$ cat src/sv/rpwd_pkg.sv
// Shared types, constants and register indexes for the pulse-width code decoder.
// No dependencies; every other file of the decoder imports this package.
`default_nettype none

package rpwd_pkg;

    // Fixed widths of the timestamp, registers and result fields.
    localparam int unsigned WORD_W    = 32;
    localparam int unsigned TABLE_N   = 4;
    localparam int unsigned USED_W    = 3;
    localparam int unsigned CFG_IDX_W = 3;

    // Default number of code bits per frame.
    localparam int unsigned DEF_CODE_BITS = 32;

    // Register reset values.
    localparam logic [WORD_W-1:0] RST_BIT_THRESHOLD = 32'd500000;
    localparam logic [WORD_W-1:0] RST_MAX_INTERVAL  = 32'd2000000000;
    localparam logic [WORD_W-1:0] RST_GAP_LIMIT     = 32'd2000000000;

    typedef logic [WORD_W-1:0] t_word;
    typedef t_word [TABLE_N-1:0] t_table;

    // Configuration register indexes.
    typedef enum logic [CFG_IDX_W-1:0] {
        CFG_BIT_THRESHOLD = 3'd0,
        CFG_MAX_INTERVAL  = 3'd1,
        CFG_GAP_LIMIT     = 3'd2,
        CFG_TABLE_A       = 3'd3,
        CFG_TABLE_B       = 3'd4,
        CFG_TABLE_C       = 3'd5,
        CFG_TABLE_D       = 3'd6,
        CFG_ENTRIES_USED  = 3'd7
    } t_cfg_idx;

    // Status of the edge held in the input register, as seen by the frame logic.
    typedef struct packed {
        logic  done;   // this edge closes the frame
        logic  bad;    // a timing fault was seen in the frame
        t_word code;   // code so far, zero when bad, zero-extended
    } t_frame_res;

endpackage

`default_nettype wire

$ cat src/sv/rf_pulse_width_code_decoder.sv
// Pulse-width code decoder for on-off keyed remote frames: top level.
// Timing: one edge transfer is taken every clock cycle unless the input register
// stalls. An edge passes through an input register, then the frame logic (one
// 32-bit subtract, the threshold compares and the code shift) and the table
// compare settle in the same cycle, and a frame result lands in the output
// register. The input register stalls only when the edge closes a frame while an
// earlier result still waits in the output register.
// Configuration writes are taken at any cycle but must only occur while idle.
// Depends on rpwd_pkg, rpwd_frame_core and rpwd_matcher.
`default_nettype none

module rf_pulse_width_code_decoder #(
    parameter int unsigned CODE_BITS = rpwd_pkg::DEF_CODE_BITS
) (
    input  wire logic                          i_clk,
    input  wire logic                          i_rst_n,
    // Configuration write port.
    input  wire logic                          i_cfg_we,
    input  wire logic [rpwd_pkg::CFG_IDX_W-1:0] i_cfg_index,
    input  wire rpwd_pkg::t_word               i_cfg_data,
    // Edge input channel.
    input  wire logic                          i_in_valid,
    output logic                               o_in_ready,
    input  wire rpwd_pkg::t_word               i_edge_time,
    // Frame result channel.
    output logic                               o_out_valid,
    input  wire logic                          i_out_ready,
    output logic                               o_frame_status,
    output rpwd_pkg::t_word                    o_decoded_code,
    output logic [rpwd_pkg::TABLE_N-1:0]       o_match_mask
);
    import rpwd_pkg::*;

    // Configuration registers.
    t_word             r_bit_threshold;
    t_word             r_max_interval;
    t_word             r_gap_limit;
    t_table            r_table;
    logic [USED_W-1:0] r_entries_used;

    // Input register.
    logic              r_in_valid;
    t_word             r_in_time;

    // Output register.
    logic              r_out_valid;
    logic              r_out_status;
    t_word             r_out_code;
    logic [TABLE_N-1:0] r_out_mask;

    t_frame_res        frame_res;
    logic [TABLE_N-1:0] match_mask;
    logic              advance;

    // Register writes.
    always_ff @(posedge i_clk) begin
        if (!i_rst_n) begin
            r_bit_threshold <= RST_BIT_THRESHOLD;
            r_max_interval  <= RST_MAX_INTERVAL;
            r_gap_limit     <= RST_GAP_LIMIT;
            r_table         <= '0;
            r_entries_used  <= '0;
        end else if (i_cfg_we) begin
            unique case (t_cfg_idx'(i_cfg_index))
                CFG_BIT_THRESHOLD: r_bit_threshold <= i_cfg_data;
                CFG_MAX_INTERVAL:  r_max_interval  <= i_cfg_data;
                CFG_GAP_LIMIT:     r_gap_limit     <= i_cfg_data;
                CFG_TABLE_A:       r_table[0]      <= i_cfg_data;
                CFG_TABLE_B:       r_table[1]      <= i_cfg_data;
                CFG_TABLE_C:       r_table[2]      <= i_cfg_data;
                CFG_TABLE_D:       r_table[3]      <= i_cfg_data;
                CFG_ENTRIES_USED:  r_entries_used  <= i_cfg_data[USED_W-1:0];
                default: ;
            endcase
        end
    end

    // The held edge moves on unless it closes a frame and the output is blocked.
    assign advance    = r_in_valid && (!frame_res.done || !r_out_valid || i_out_ready);
    assign o_in_ready = !r_in_valid || advance;

    always_ff @(posedge i_clk) begin
        if (!i_rst_n) begin
            r_in_valid <= 1'b0;
        end else if (o_in_ready) begin
            r_in_valid <= i_in_valid;
        end
    end

    always_ff @(posedge i_clk) begin
        if (o_in_ready && i_in_valid) begin
            r_in_time <= i_edge_time;
        end
    end

    // Frame state and bit decisions.
    rpwd_frame_core #(
        .CODE_BITS (CODE_BITS)
    ) u_frame_core (
        .i_clk           (i_clk),
        .i_rst_n         (i_rst_n),
        .i_step          (advance),
        .i_edge_time     (r_in_time),
        .i_bit_threshold (r_bit_threshold),
        .i_max_interval  (r_max_interval),
        .i_gap_limit     (r_gap_limit),
        .o_res           (frame_res)
    );

    // Known-code table lookup.
    rpwd_matcher u_matcher (
        .i_code         (frame_res.code),
        .i_bad          (frame_res.bad),
        .i_table        (r_table),
        .i_entries_used (r_entries_used),
        .o_mask         (match_mask)
    );

    // Output register: loaded at frame end, cleared once the result is taken.
    always_ff @(posedge i_clk) begin
        if (!i_rst_n) begin
            r_out_valid <= 1'b0;
        end else if (advance && frame_res.done) begin
            r_out_valid <= 1'b1;
        end else if (i_out_ready) begin
            r_out_valid <= 1'b0;
        end
    end

    always_ff @(posedge i_clk) begin
        if (advance && frame_res.done) begin
            r_out_status <= frame_res.bad;
            r_out_code   <= frame_res.code;
            r_out_mask   <= match_mask;
        end
    end

    assign o_out_valid    = r_out_valid;
    assign o_frame_status = r_out_status;
    assign o_decoded_code = r_out_code;
    assign o_match_mask   = r_out_mask;

    // A held edge that cannot move on keeps its timestamp.
    a_in_hold: assert property (@(posedge i_clk) disable iff (!i_rst_n)
        r_in_valid && !advance |=> r_in_valid && $stable(r_in_time))
        else $error("input register lost a stalled edge");

    // A closing edge always leaves a result behind.
    a_result_loaded: assert property (@(posedge i_clk) disable iff (!i_rst_n)
        advance && frame_res.done |=> r_out_valid)
        else $error("frame end produced no result");

    // A waiting result is never overwritten before it is taken.
    a_no_overwrite: assert property (@(posedge i_clk) disable iff (!i_rst_n)
        r_out_valid && !i_out_ready |-> !(advance && frame_res.done))
        else $error("pending result overwritten");

    // A rejected frame reports neither a code nor a match.
    a_reject_clean: assert property (@(posedge i_clk) disable iff (!i_rst_n)
        r_out_valid && r_out_status |-> (r_out_code == '0) && (r_out_mask == '0))
        else $error("rejected frame carries code or match bits");

endmodule

`default_nettype wire

$ cat src/sv/rpwd_frame_core.sv
// Frame state of the decoder: edge counter, previous timestamp, code shifter, fault flag.
// Depends on rpwd_pkg for the shared word and result types.
`default_nettype none

module rpwd_frame_core #(
    parameter int unsigned CODE_BITS = rpwd_pkg::DEF_CODE_BITS
) (
    input  wire logic                 i_clk,
    input  wire logic                 i_rst_n,
    input  wire logic                 i_step,
    input  wire rpwd_pkg::t_word      i_edge_time,
    input  wire rpwd_pkg::t_word      i_bit_threshold,
    input  wire rpwd_pkg::t_word      i_max_interval,
    input  wire rpwd_pkg::t_word      i_gap_limit,
    output rpwd_pkg::t_frame_res      o_res
);
    import rpwd_pkg::*;

    localparam int unsigned FRAME_EDGES = 2 * CODE_BITS;
    localparam int unsigned CNT_W       = $clog2(FRAME_EDGES + 1);
    localparam logic [CNT_W-1:0] LAST_EDGE = CNT_W'(FRAME_EDGES);
    localparam logic [CNT_W-1:0] FIRST_BIT_EDGE = CNT_W'(2);

    logic [CNT_W-1:0]     r_count;
    t_word                r_prev_time;
    logic                 r_have_prev;
    logic [CODE_BITS-1:0] r_shift;
    logic                 r_bad;

    t_word                interval;
    logic                 restart;
    logic [CNT_W-1:0]     idx;
    logic [CODE_BITS-1:0] shift_base;
    logic                 bad_base;
    logic                 is_bit;
    logic                 fault;
    logic                 bit_val;
    logic [CODE_BITS-1:0] n_shift;
    logic                 n_bad;
    logic                 done;

    // Interval since the previous edge, wrapping, and the long-gap restart.
    always_comb begin
        interval   = i_edge_time - r_prev_time;
        restart    = r_have_prev && (r_count != '0) && (interval >= i_gap_limit);
        idx        = restart ? '0 : r_count;
        shift_base = restart ? '0 : r_shift;
        bad_base   = restart ? 1'b0 : r_bad;
    end

    // Even edges from edge index two on close a bit; classify its pulse length.
    always_comb begin
        is_bit  = (idx >= FIRST_BIT_EDGE) && !idx[0];
        fault   = (interval >= i_max_interval) || (interval == i_bit_threshold);
        bit_val = !fault && (interval > i_bit_threshold);
        n_shift = is_bit ? ((shift_base << 1) | CODE_BITS'(bit_val)) : shift_base;
        n_bad   = bad_base | (is_bit & fault);
        done    = (idx == LAST_EDGE);
    end

    assign o_res.done = done;
    assign o_res.bad  = n_bad;
    assign o_res.code = n_bad ? '0 : WORD_W'(n_shift);

    // State update on each edge that leaves the input register.
    always_ff @(posedge i_clk) begin
        if (!i_rst_n) begin
            r_count     <= '0;
            r_prev_time <= '0;
            r_have_prev <= 1'b0;
            r_shift     <= '0;
            r_bad       <= 1'b0;
        end else if (i_step) begin
            r_prev_time <= i_edge_time;
            r_have_prev <= 1'b1;
            if (done) begin
                r_count <= '0;
                r_shift <= '0;
                r_bad   <= 1'b0;
            end else begin
                r_count <= idx + CNT_W'(1);
                r_shift <= n_shift;
                r_bad   <= n_bad;
            end
        end
    end

endmodule

`default_nettype wire

$ cat src/sv/rpwd_matcher.sv
// Compares a decoded code against the enabled entries of the known-code table.
// Depends on rpwd_pkg for the word, table and width constants.
`default_nettype none

module rpwd_matcher (
    input  wire rpwd_pkg::t_word                     i_code,
    input  wire logic                                i_bad,
    input  wire rpwd_pkg::t_table                    i_table,
    input  wire logic [rpwd_pkg::USED_W-1:0]         i_entries_used,
    output logic [rpwd_pkg::TABLE_N-1:0]             o_mask
);
    import rpwd_pkg::*;

    // An entry takes part when its position is below the used count;
    // counts above the table size enable every entry.
    always_comb begin
        for (int n = 0; n < TABLE_N; n++) begin
            o_mask[n] = !i_bad && (i_entries_used > USED_W'(n))
                        && (i_table[n] == i_code);
        end
    end

endmodule

`default_nettype wire

$ cat config.mk
export PLATFORM = sky130hd
export DESIGN_NAME = rf_pulse_width_code_decoder
export DESIGN_NICKNAME = d
export VERILOG_FILES = /design/src/sv/rpwd_pkg.sv /design/src/sv/rf_pulse_width_code_decoder.sv /design/src/sv/rpwd_frame_core.sv /design/src/sv/rpwd_matcher.sv
export SDC_FILE = /design/constraint.sdc
export NUM_CORES = 1
export LEC_CHECK = 0
export BUFFER_PORTS_ARGS = -buffer_cell sky130_fd_sc_hd__buf_2
export CORE_MARGIN = 4
export CORE_UTILIZATION = 58
export DETAILED_ROUTE_END_ITERATION = 7
export PLACE_DENSITY = 0.84
export SYNTH_ARGS = -nofsm -noshare
export SYNTH_HDL_FRONTEND = slang
export SYNTH_SLANG_ARGS = --single-unit
$ cat constraint.sdc
create_clock -name i_clk -period 19.7 [get_ports i_clk]
set_input_delay 1.97 -clock i_clk [delete_from_list [all_inputs] [get_ports i_clk]]
set_output_delay 1.97 -clock i_clk [all_outputs]
set_load 0.02 [all_outputs]
; ---- Word level (Yosys, flattened, before mapping)
; Index checks and enable logic that the tools add are counted.
[word_totals]
latchBits = 0
romBits = 0
register_bits = 371
ramBits = 0
word_cells = 91
memories = 0
[op_classes]
addsub = 2
n_mul = 0
div_mod_pow = 0
n_eq_ne = 13
muxes = 10
n_bitwise = 3
n_reduce_logical = 36
n_shift = 0
n_lt_le_gt_ge = 8
[op_table]
columns = operator, count
row1 = $eq A32 B32 Y1, 5
row2 = $mux W32, 4
row3 = $ge A32 B32 Y1, 2
row4 = $gt A32 B32 Y1, 1
row5 = $or A32 B1 Y32, 1
row6 = $sub A32 B32 Y32, 1
row7 = $reduce_and A2 Y1, 8
row8 = $logic_and A1 B1 Y1, 15
row9 = $mux W7, 2
row10 = $eq A3 B3 Y1 const B, 4
row11 = $add A7 B1 Y7 const B, 1
row12 = $eq A7 B7 Y1 const B, 1
row13 = $ge A7 B2 Y1 const B, 1
row14 = $reduce_bool A7 Y1, 1
row15 = $eq A3 B2 Y1 const B, 2
row16 = $gt A3 B1 Y1 const B, 2
row17 = $gt A3 B2 Y1 const B, 2
row18 = $logic_not A1 Y1, 6
row19 = $logic_or A1 B1 Y1, 4
row20 = $mux W1, 4
row21 = $eq A3 B1 Y1 const B, 1
row22 = $logic_not A3 Y1, 1
row23 = $reduce_bool A2 Y1, 1
row24 = $and A1 B1 Y1, 1
row25 = $or A1 B1 Y1, 1

; ---- Depth between registers and ports, before layout
; Gate-level depths: netlist of run 1.
[logic_depth]
ltp_word = 11
mapped_depth = 38
depth_no_buf = 35

; ---- By module
; A second synthesis of run 1 with hierarchy kept.
[unflattened]
cells_unflattened = 1941
hier_area_um2 = 19178.4
[modules_own_cells]
columns = mod, n_inst, area_per_inst_um2, cells_per_inst, seq_area_each_um2
row1 = rf_pulse_width_code_decoder, 1, 10538.9, 880, 6656.4
row2 = rpwd_frame_core, 1, 7204.4, 883, 1461.4
row3 = rpwd_matcher, 1, 1435.1, 178, 0.0

; ---- Least setup slack after synthesis of run 1
; OpenSTA, ideal clock, no wires.
[synth_timing]
path_kind = register to register
startpoint = register r_in_time[5]
endpoint = register r_out_mask[2], in the netlist o_match_mask[2], data pin
path_buffers = 1
path_stages_with_launch = 31
arrival_ns = 7.474
setup_ns = 0.169
path_slack_ns = 12.057
cell_sequence = edfxtp_1 -> ha_1 -> o21a_1 -> o21ai_0 -> o21bai_1 -> a2111oi_0 -> o311ai_0 -> a211oi_1 -> o211ai_1 -> o21ai_0 -> or2_2 -> a221oi_1 -> xnor2_1 -> ha_1 -> and4_1 -> o311ai_1 -> o22ai_1 -> nor3_2 -> clkbuf_1 -> and2_1 -> ha_1 -> nor3_1 -> a21oi_1 -> mux2i_1 -> a22oi_1 -> nand3_1 -> a221oi_1 -> o311ai_0 -> or4_1 -> or4_1 -> nor4b_2
[synth_via]
elab_chain_cells = 11
elab_cells_between_ends = 24
[synth_rtl]
columns = item, line
row1 = from (decl), rf_pulse_width_code_decoder.sv:43  ; t_word r_in_time;
row2 = from (signal assigned), rf_pulse_width_code_decoder.sv:92  ; r_in_time <= i_edge_time;
row3 = $sub A32 B32 Y32 *, rpwd_frame_core.sv:44  ; interval = i_edge_time - r_prev_time;
row4 = $ge A32 B32 Y1, rpwd_frame_core.sv:45  ; restart = r_have_prev && (r_count != '0) && (interval >= i_gap_limit);
row5 = $logic_and A1 B1 Y1, rpwd_frame_core.sv:45
row6 = $mux W7, rpwd_frame_core.sv:46  ; idx = restart ? '0 : r_count;
row7 = $ge A7 B2 Y1 or $logic_not A1 Y1 (tied branches), rpwd_frame_core.sv:53  ; is_bit = (idx >= FIRST_BIT_EDGE) && !idx[0];
row8 = $logic_and A1 B1 Y1, rpwd_frame_core.sv:53
row9 = $and A1 B1 Y1, rpwd_frame_core.sv:57  ; n_bad = bad_base | (is_bit & fault);
row10 = $or A1 B1 Y1, rpwd_frame_core.sv:57
row11 = $mux W32 or $logic_not A1 Y1 (tied branches), "rpwd_frame_core.sv:63, rpwd_matcher.sv:18"
row12 = $eq A32 B32 Y1 or $logic_and A1 B1 Y1 (tied branches), "rpwd_matcher.sv:19, rpwd_matcher.sv:18"
row13 = $logic_and A1 B1 Y1 *, rpwd_matcher.sv:19  ; && (i_table[n] == i_code);
row14 = named net match_mask[2], rf_pulse_width_code_decoder.sv:52  ; logic [TABLE_N-1:0] match_mask;
row15 = to (signal assigned), rf_pulse_width_code_decoder.sv:134  ; r_out_mask <= match_mask;
row16 = to (decl), rf_pulse_width_code_decoder.sv:49  ; logic [TABLE_N-1:0] r_out_mask;
; The timed path passes the listed nets; every way through them passes the cells marked *.
; A chain may end at the register's enable or synchronous reset.

; ---- Final worst setup path of run 1
[layout_timing]
startpoint = register r_in_time[1]
endpoint = register r_out_mask[1], in the netlist o_match_mask[1], data pin
; Same word-level chain as after synthesis.

==> flow_summary.yaml, run 1 <==
setup_path:
  end_kind: "register"
  arrival_ns: 10.20
  cp.required_ns: 20.08
  startpoint_type: "register"
  cp.depth: 32
  path_buf_inv: 0
  crit_type: "reg2reg"
  reg2regPathDepth: 32
  cp_top_family: "compound AO/OA/AOI/OAI gates"
  crit_fanout: 12
  cp_slowest_cell: "mux2i_1"
  max_stage_delay_ns: 0.86
global_routing:
  grt_pass1_vias: 18840
  grt_max_degree: 105
  grt_usage_pct: 36.20
  antenna_found_initial: 2
  gr-total-overflow: 0
  grt_pass1_wl_mm: 108.7
power:
  power.density_nw_per_um2: 81.77
  irDropWorstVdd_mv: 0.09008
  pwr-share-comb_pct: 17.9
  switching_power_w: 0.0005420
  clkPwrFrac_pct: 38.7
  finalPower_w: 0.001861
  leakagePower_nw: 8.507
  sw_frac_of_total_pct: 29.12
  share_seq_of_total_power_pct: 43.4
  power.internal_w: 0.001319
floorplan:
  io_pins: 111
  die_x_um: 196.7
  num_rows: 68
  start_util_pct: 59.34
  core_area_um2: 34800
  dieArea_um2: 38690
  die_h_um: 196.7
placement:
  place_hpwl_mm: 51.43
  pre_cts_slack_ns: 10.14
  portBuffers: 110
  dp.cells: 2939
  gp_congestion: 1.035
sta:
  final-setup-viol-count: 0
  finClkSkew_ns: 0.02060
  max_freq_mhz: 101.8
  setup_ws_ns: 9.876
  finalCriticalPeriod_ns: 9.824
  tns_ns: 0
  period_share_pct: 49.87
  rsz0062_at_grt: "false"
  relSlewSlack_pct: 25.90
  worstMarginPinSlew_ns: 1.109
  finalHoldViolations: 0
  slew_viol_final: 0
cells_and_area:
  area_growth_pct: 10.23
  final_cell_mix: "nand2_1 (547), dfxtp_1 (302), a21boi_0 (229)"
  drive_gt1_share_pct: 8.838
  finalNonFillerCells: 3013
  multi_input_area_um2: 11480
  layout.nets: 2729
  layout_commonest_cell: "nand2_1"
  seq_area_um2: 8118
  num-fill-cells: 2877
detailed_routing:
  routed_wl_mm: 72.25
  vias: 19110
  dr.pass1.iters: 6
  post-route-drc-count: 0
  first_iter_violations: 1790
  drtAntennaViolNets: 0
  wl_per_cell_um: 23.98
  via_per_inst: 6.343
logic_synthesis:
  ys_types: 82
  ys_ff_latch: 371
  synthCells: 2484
  yosysSeqAreaShare_pct: 39.31
  yosys_warnings: 0
  synth.area.top_cells: "dfxtp_1 (29%), edfxtp_1 (10%), nand2_1 (9.9%)"
  synth_ff_type: "dfxtp_1"
  ys_async_sr_fraction_pct: 0
  synth_edf_count: 69
  synth-xor-area-share_pct: 3.690
  synthAdderAreaFrac_pct: 7.973
  synth_simple_gate_area_share_pct: 19.72
  synth_compound_area_share_pct: 22.68
  synth_area_per_cell_um2: 8.314
  synth_top_family_by_area: "compound AO/OA/AOI/OAI gates"
  synthMuxAreaShare_pct: 1.030
  synthesis.area_um2: 20650
  netlist.area_leader.share_pct: 29.28
  yosysTopAreaCell: "dfxtp_1"
  syn-num-nets: 2687
cts:
  cts_tree: "done"
  cts-root-buf: "clkbuf_16"
  clkSinkCount: 371
  postCtsResizedCells: 0
  cts_made_buffers: 40
  clock_path_buffers: 3
  htree_num_levels: 2
  cts_setup_buffers: 0
  hold_buffers: 0
  clk_latency_ns: 0.57
  clkTransAtPathRegs_ns: 0.06
run_status:
  outcome: "finished, final reports clean"
hold_path:
  hold_path.class: "reg2reg"
  hold_path_depth: 2
flow_run:
  maxCapViolations: 0
==> worst min-delay path, stage by stage, from the launching register on <==
cell,delay [ns]
dfxtp_1,0.30
nand2_1,0.04
a21boi_0,0.06
==> sequential cells by signal, indices dropped and copies added, names as in the netlist, 32 cells and up <==
name	flops
r_table	128
o_decoded_code	32
r_bit_threshold	32
r_gap_limit	32
r_in_time	32
r_max_interval	32
u_frame_core.r_prev_time	32
u_frame_core.r_shift	32
==> worst paths after layout <==
check	from	end	slack, ns
worst max-delay path	r_in_time[1]	o_match_mask[1]	9.88
worst min-delay path	u_frame_core.r_prev_time[28]	u_frame_core.r_prev_time[28]	0.46
worst max register to register	r_in_time[1]	o_match_mask[1]	9.88
worst min register to register	u_frame_core.r_prev_time[28]	u_frame_core.r_prev_time[28]	0.46
==> layout make-up <==
cell class	count	area share, %
clock buffer	61	5.057
inverter	171	2.820
clock inverter	12	0.3628
sequential	371	35.66
antenna	1	0.01099
tap	455	2.501
multi-input combinational	1811	50.45
timing repair buffer	131	3.139
==> layer usage <==
| metal | GRT usage (%) | up-vias | share of wire, % |
|---|---|---|---|
| li1 | - | 8766 | - |
| met1 | 42.29 | 9099 | 38 |
| met2 | 61.56 | 954 | 47 |
| met3 | 7.299 | 290 | 8.1 |
| met4 | 21.78 | 2 | 6.8 |
| met5 | 0 | - | 0.017 |
==> cell usage after synthesis (all sizes together) (43+ instances only) <==
library cell and n:
a21boi 230, a21oi 87, clkbuf 118, dfxtp 302, edfxtp 69, ha 130, inv 170, nand2 547
nand3 50, nor2 92, nor2b 47, o211ai 44, o21ai 71, xnor2 43, xor2 44
==> power by group through the flow <==
stage	logic, W	registers [W]	clock network [W]
after floorplan	0.000221	0.000818	0
after global routing	0.000365	0.000809	0.000757
after CTS	0.000325	0.000807	0.000727
final	0.000333	0.000808	0.000721
after detailed placement	0.000322	0.000823	0
after global placement	0.000309	0.000823	0
==> stage by stage <==
stage	instance area, µm²	util (%)	hold slack, ns
finish	22760	65.41	0.4631
global route	22760	65.41	0.4821
CTS	22760	65.41	0.4655
detailed placement	21530	61.86	0.4579
global placement	21530	61.86	0.4508
floorplan	20650	-	0.4435
==> kinds of logic after synthesis <==
family	Yosys count
buffers and inverters	302
DFF	371
AOI/OAI and AO/OA	662
and+or+nand+nor	910
xor gates and xnor gates	87
adders and majority gates	131
muxes	21
Note: power is estimated with default switching activity, not from simulation.
==> inputs of run 2 (changes only) <==
clock period = 9.15 ns   (was 19.7 ns; I/O delays follow)
==> run 2 against run 1 <==
  * Register-to-register slack got worse by 9.4 ns
  * Combinational power increased by 120%
  * Sequential share of layout area decreased by 0.44 points
  * Count of clock-buffer cells in the layout decreased by 5
  * Wire length decreased by 0.35%
  * Design area increased by 1.3%
  * Fmax increased by 13%
  * Hold slack got worse by 0.00061 ns
  * Total power increased by 120%
  * Clock power increased by 140%
  * Utilization increased by 0.82 points
  * Sequential cell count unchanged
  * Critical endpoint is now o_match_mask[0]
  * Highest routed layer unchanged
==> flow_summary.yaml, run 2 (synthesis gave the netlist of run 1 again) <==
detailed_routing:
  drtAntennaViolNets: 0
  vias: 18920
  first_iter_violations: 1743
  dr.pass1.iters: 6
  via_per_inst: 6.237
  post-route-drc-count: 0
  wl_per_cell_um: 23.73
  routed_wl_mm: 72.00
cts:
  clock_path_buffers: 3
  cts_setup_buffers: 0
  clk_latency_ns: 0.58
  hold_buffers: 0
  cts-root-buf: "clkbuf_16"
  clkTransAtPathRegs_ns: 0.06
  cts_made_buffers: 41
  clkSinkCount: 371
  cts_tree: "done"
  htree_num_levels: 2
floorplan:
  start_util_pct: 59.34
  io_pins: 111
  die_h_um: 196.7
  die_x_um: 196.7
  core_area_um2: 34800
  num_rows: 68
  dieArea_um2: 38690
setup_path:
  arrival_ns: 9.04
  cp.required_ns: 9.51
  reg2reg_from: "r_in_time[0]"
  crit_fanout: 11
  cp_slowest_cell: "nor4_1"
  cp_common_cell: "a21oi_1"
  r2r_end: "o_match_mask[0]"
  r2r_setup_slack_ns: 0.46
  startpoint_type: "register"
  crit_type: "reg2reg"
  max_stage_delay_ns: 0.52
  reg2regPathDepth: 36
  end_kind: "register"
flow_run:
  maxCapViolations: 0
placement:
  portBuffers: 110
  dp.cells: 2959
  pre_cts_slack_ns: 0.3716
  place_hpwl_mm: 51.63
  gp_congestion: 1.123
global_routing:
  grt_pass1_wl_mm: 109.1
  grt_max_degree: 127
  grt_pass1_vias: 18710
  antenna_found_initial: 1
  gr-total-overflow: 0
  grt_usage_pct: 36.27
cells_and_area:
  area_growth_pct: 11.61
  layout_commonest_cell: "nand2_1"
  final_cell_mix: "nand2_1 (547), dfxtp_1 (302), a21boi_0 (229)"
  drive_gt1_share_pct: 9.849
  final_util_pct: 66.23
  largest_reg_flops: 128
  finalNonFillerCells: 3034
  regMostFlops: "r_table"
  layout.nets: 2750
  diodes: 0
sta:
  period_share_pct: 94.93
  final-setup-viol-count: 0
  finalCriticalPeriod_ns: 8.686
  slew_viol_final: 0
  max_freq_mhz: 115.1
  finalHoldViolations: 0
  setup_ws_ns: 0.4635
  finClkSkew_ns: 0.02721
  relSlewSlack_pct: 24.10
  tns_ns: 0
  worstMarginPinSlew_ns: 1.138
hold_path:
  worstHoldStart: "u_frame_core.r_prev_time[8]"
  hold_path.class: "reg2reg"
  holdPathEnd: "u_frame_core.r_prev_time[8]"
  hold_path_depth: 2
run_status:
  outcome: "finished, final reports clean"
power:
  irDropWorstVdd_mv: 0.1790
  leakagePower_nw: 8.723
  power.density_nw_per_um2: 181.1
-- run 2: final cells by class --
class / instances / area [µm²]
well taps: 455 / 569.3
multi-input cells: 1811 / 11490
repair buffers: 151 / 864.6
inverters: 171 / 641.9
fillers: 2809 / 11750
clock inverters: 19 / 205.2
clock buffers: 56 / 1164
flip-flops and latches: 371 / 8118
-- run 2: report_power, final --
group	total, W	switching, W	internal [W]
Clock	0.00171	0.000705	0.00101
Sequential	0.00174	0.0000328	0.00170
Combinational	0.000726	0.000456	0.000269
-- run 2: worst max path at each step --
stage                                  to    startpoint  cells past startpoint  slack (ns)
after floorplan           o_match_mask[2]  r_in_time[5]                     30        1.51
after global placement    o_match_mask[1]  r_in_time[1]                     32        0.48
after detailed placement  o_match_mask[1]  r_in_time[1]                     32        0.37
after CTS                 o_match_mask[1]  r_in_time[1]                     32        0.28
after global routing      o_match_mask[0]  r_in_time[0]                     36       -0.02
final                     o_match_mask[0]  r_in_time[0]                     36        0.46
-- run 2: stage by stage --
step	power [W]	cell area [µm²]	hold WS, ns
floorplan	0.002237	20650	0.4435
global placement	0.002447	21670	0.4495
detailed placement	0.002476	21670	0.4576
CTS	0.004172	23040	0.4661
global route	0.004327	23050	0.4888
finish	0.004175	23050	0.4625
-- run 2: worst max-delay path: cells and delay by family, from the launching register on --
| kind | cells | cell delay (ns) |
|---|---|---|
| AO/OA/AOI/OAI | 15 | 3.89 |
| XOR/XNOR | 1 | 0.17 |
| adder cells (fa/ha/maj) | 4 | 1.10 |
| buffers and inverters | 4 | 0.55 |
| flip-flops | 1 | 0.38 |
| multiplexers | 1 | 0.18 |
| AND/OR/NAND/NOR | 11 | 2.18 |
-- run 2: timing repair --
action                                  in CTS  in global routing
endpoints found under the hold margin        0                  0
endpoints found under the setup margin       0                  4
resized for setup                            0                  3
-- run 2: per-layer routing --
| layer | GRT usage (%) | share of wire, % | wire length [µm] |
|---|---|---|---|
| met1 | 43.83 | 39 | 28200 |
| met2 | 60.71 | 46 | 33450 |
| met3 | 6.342 | 7.1 | 5076 |
| met4 | 21.75 | 7.3 | 5254 |
| met5 | 0 | 0.017 | 12 |
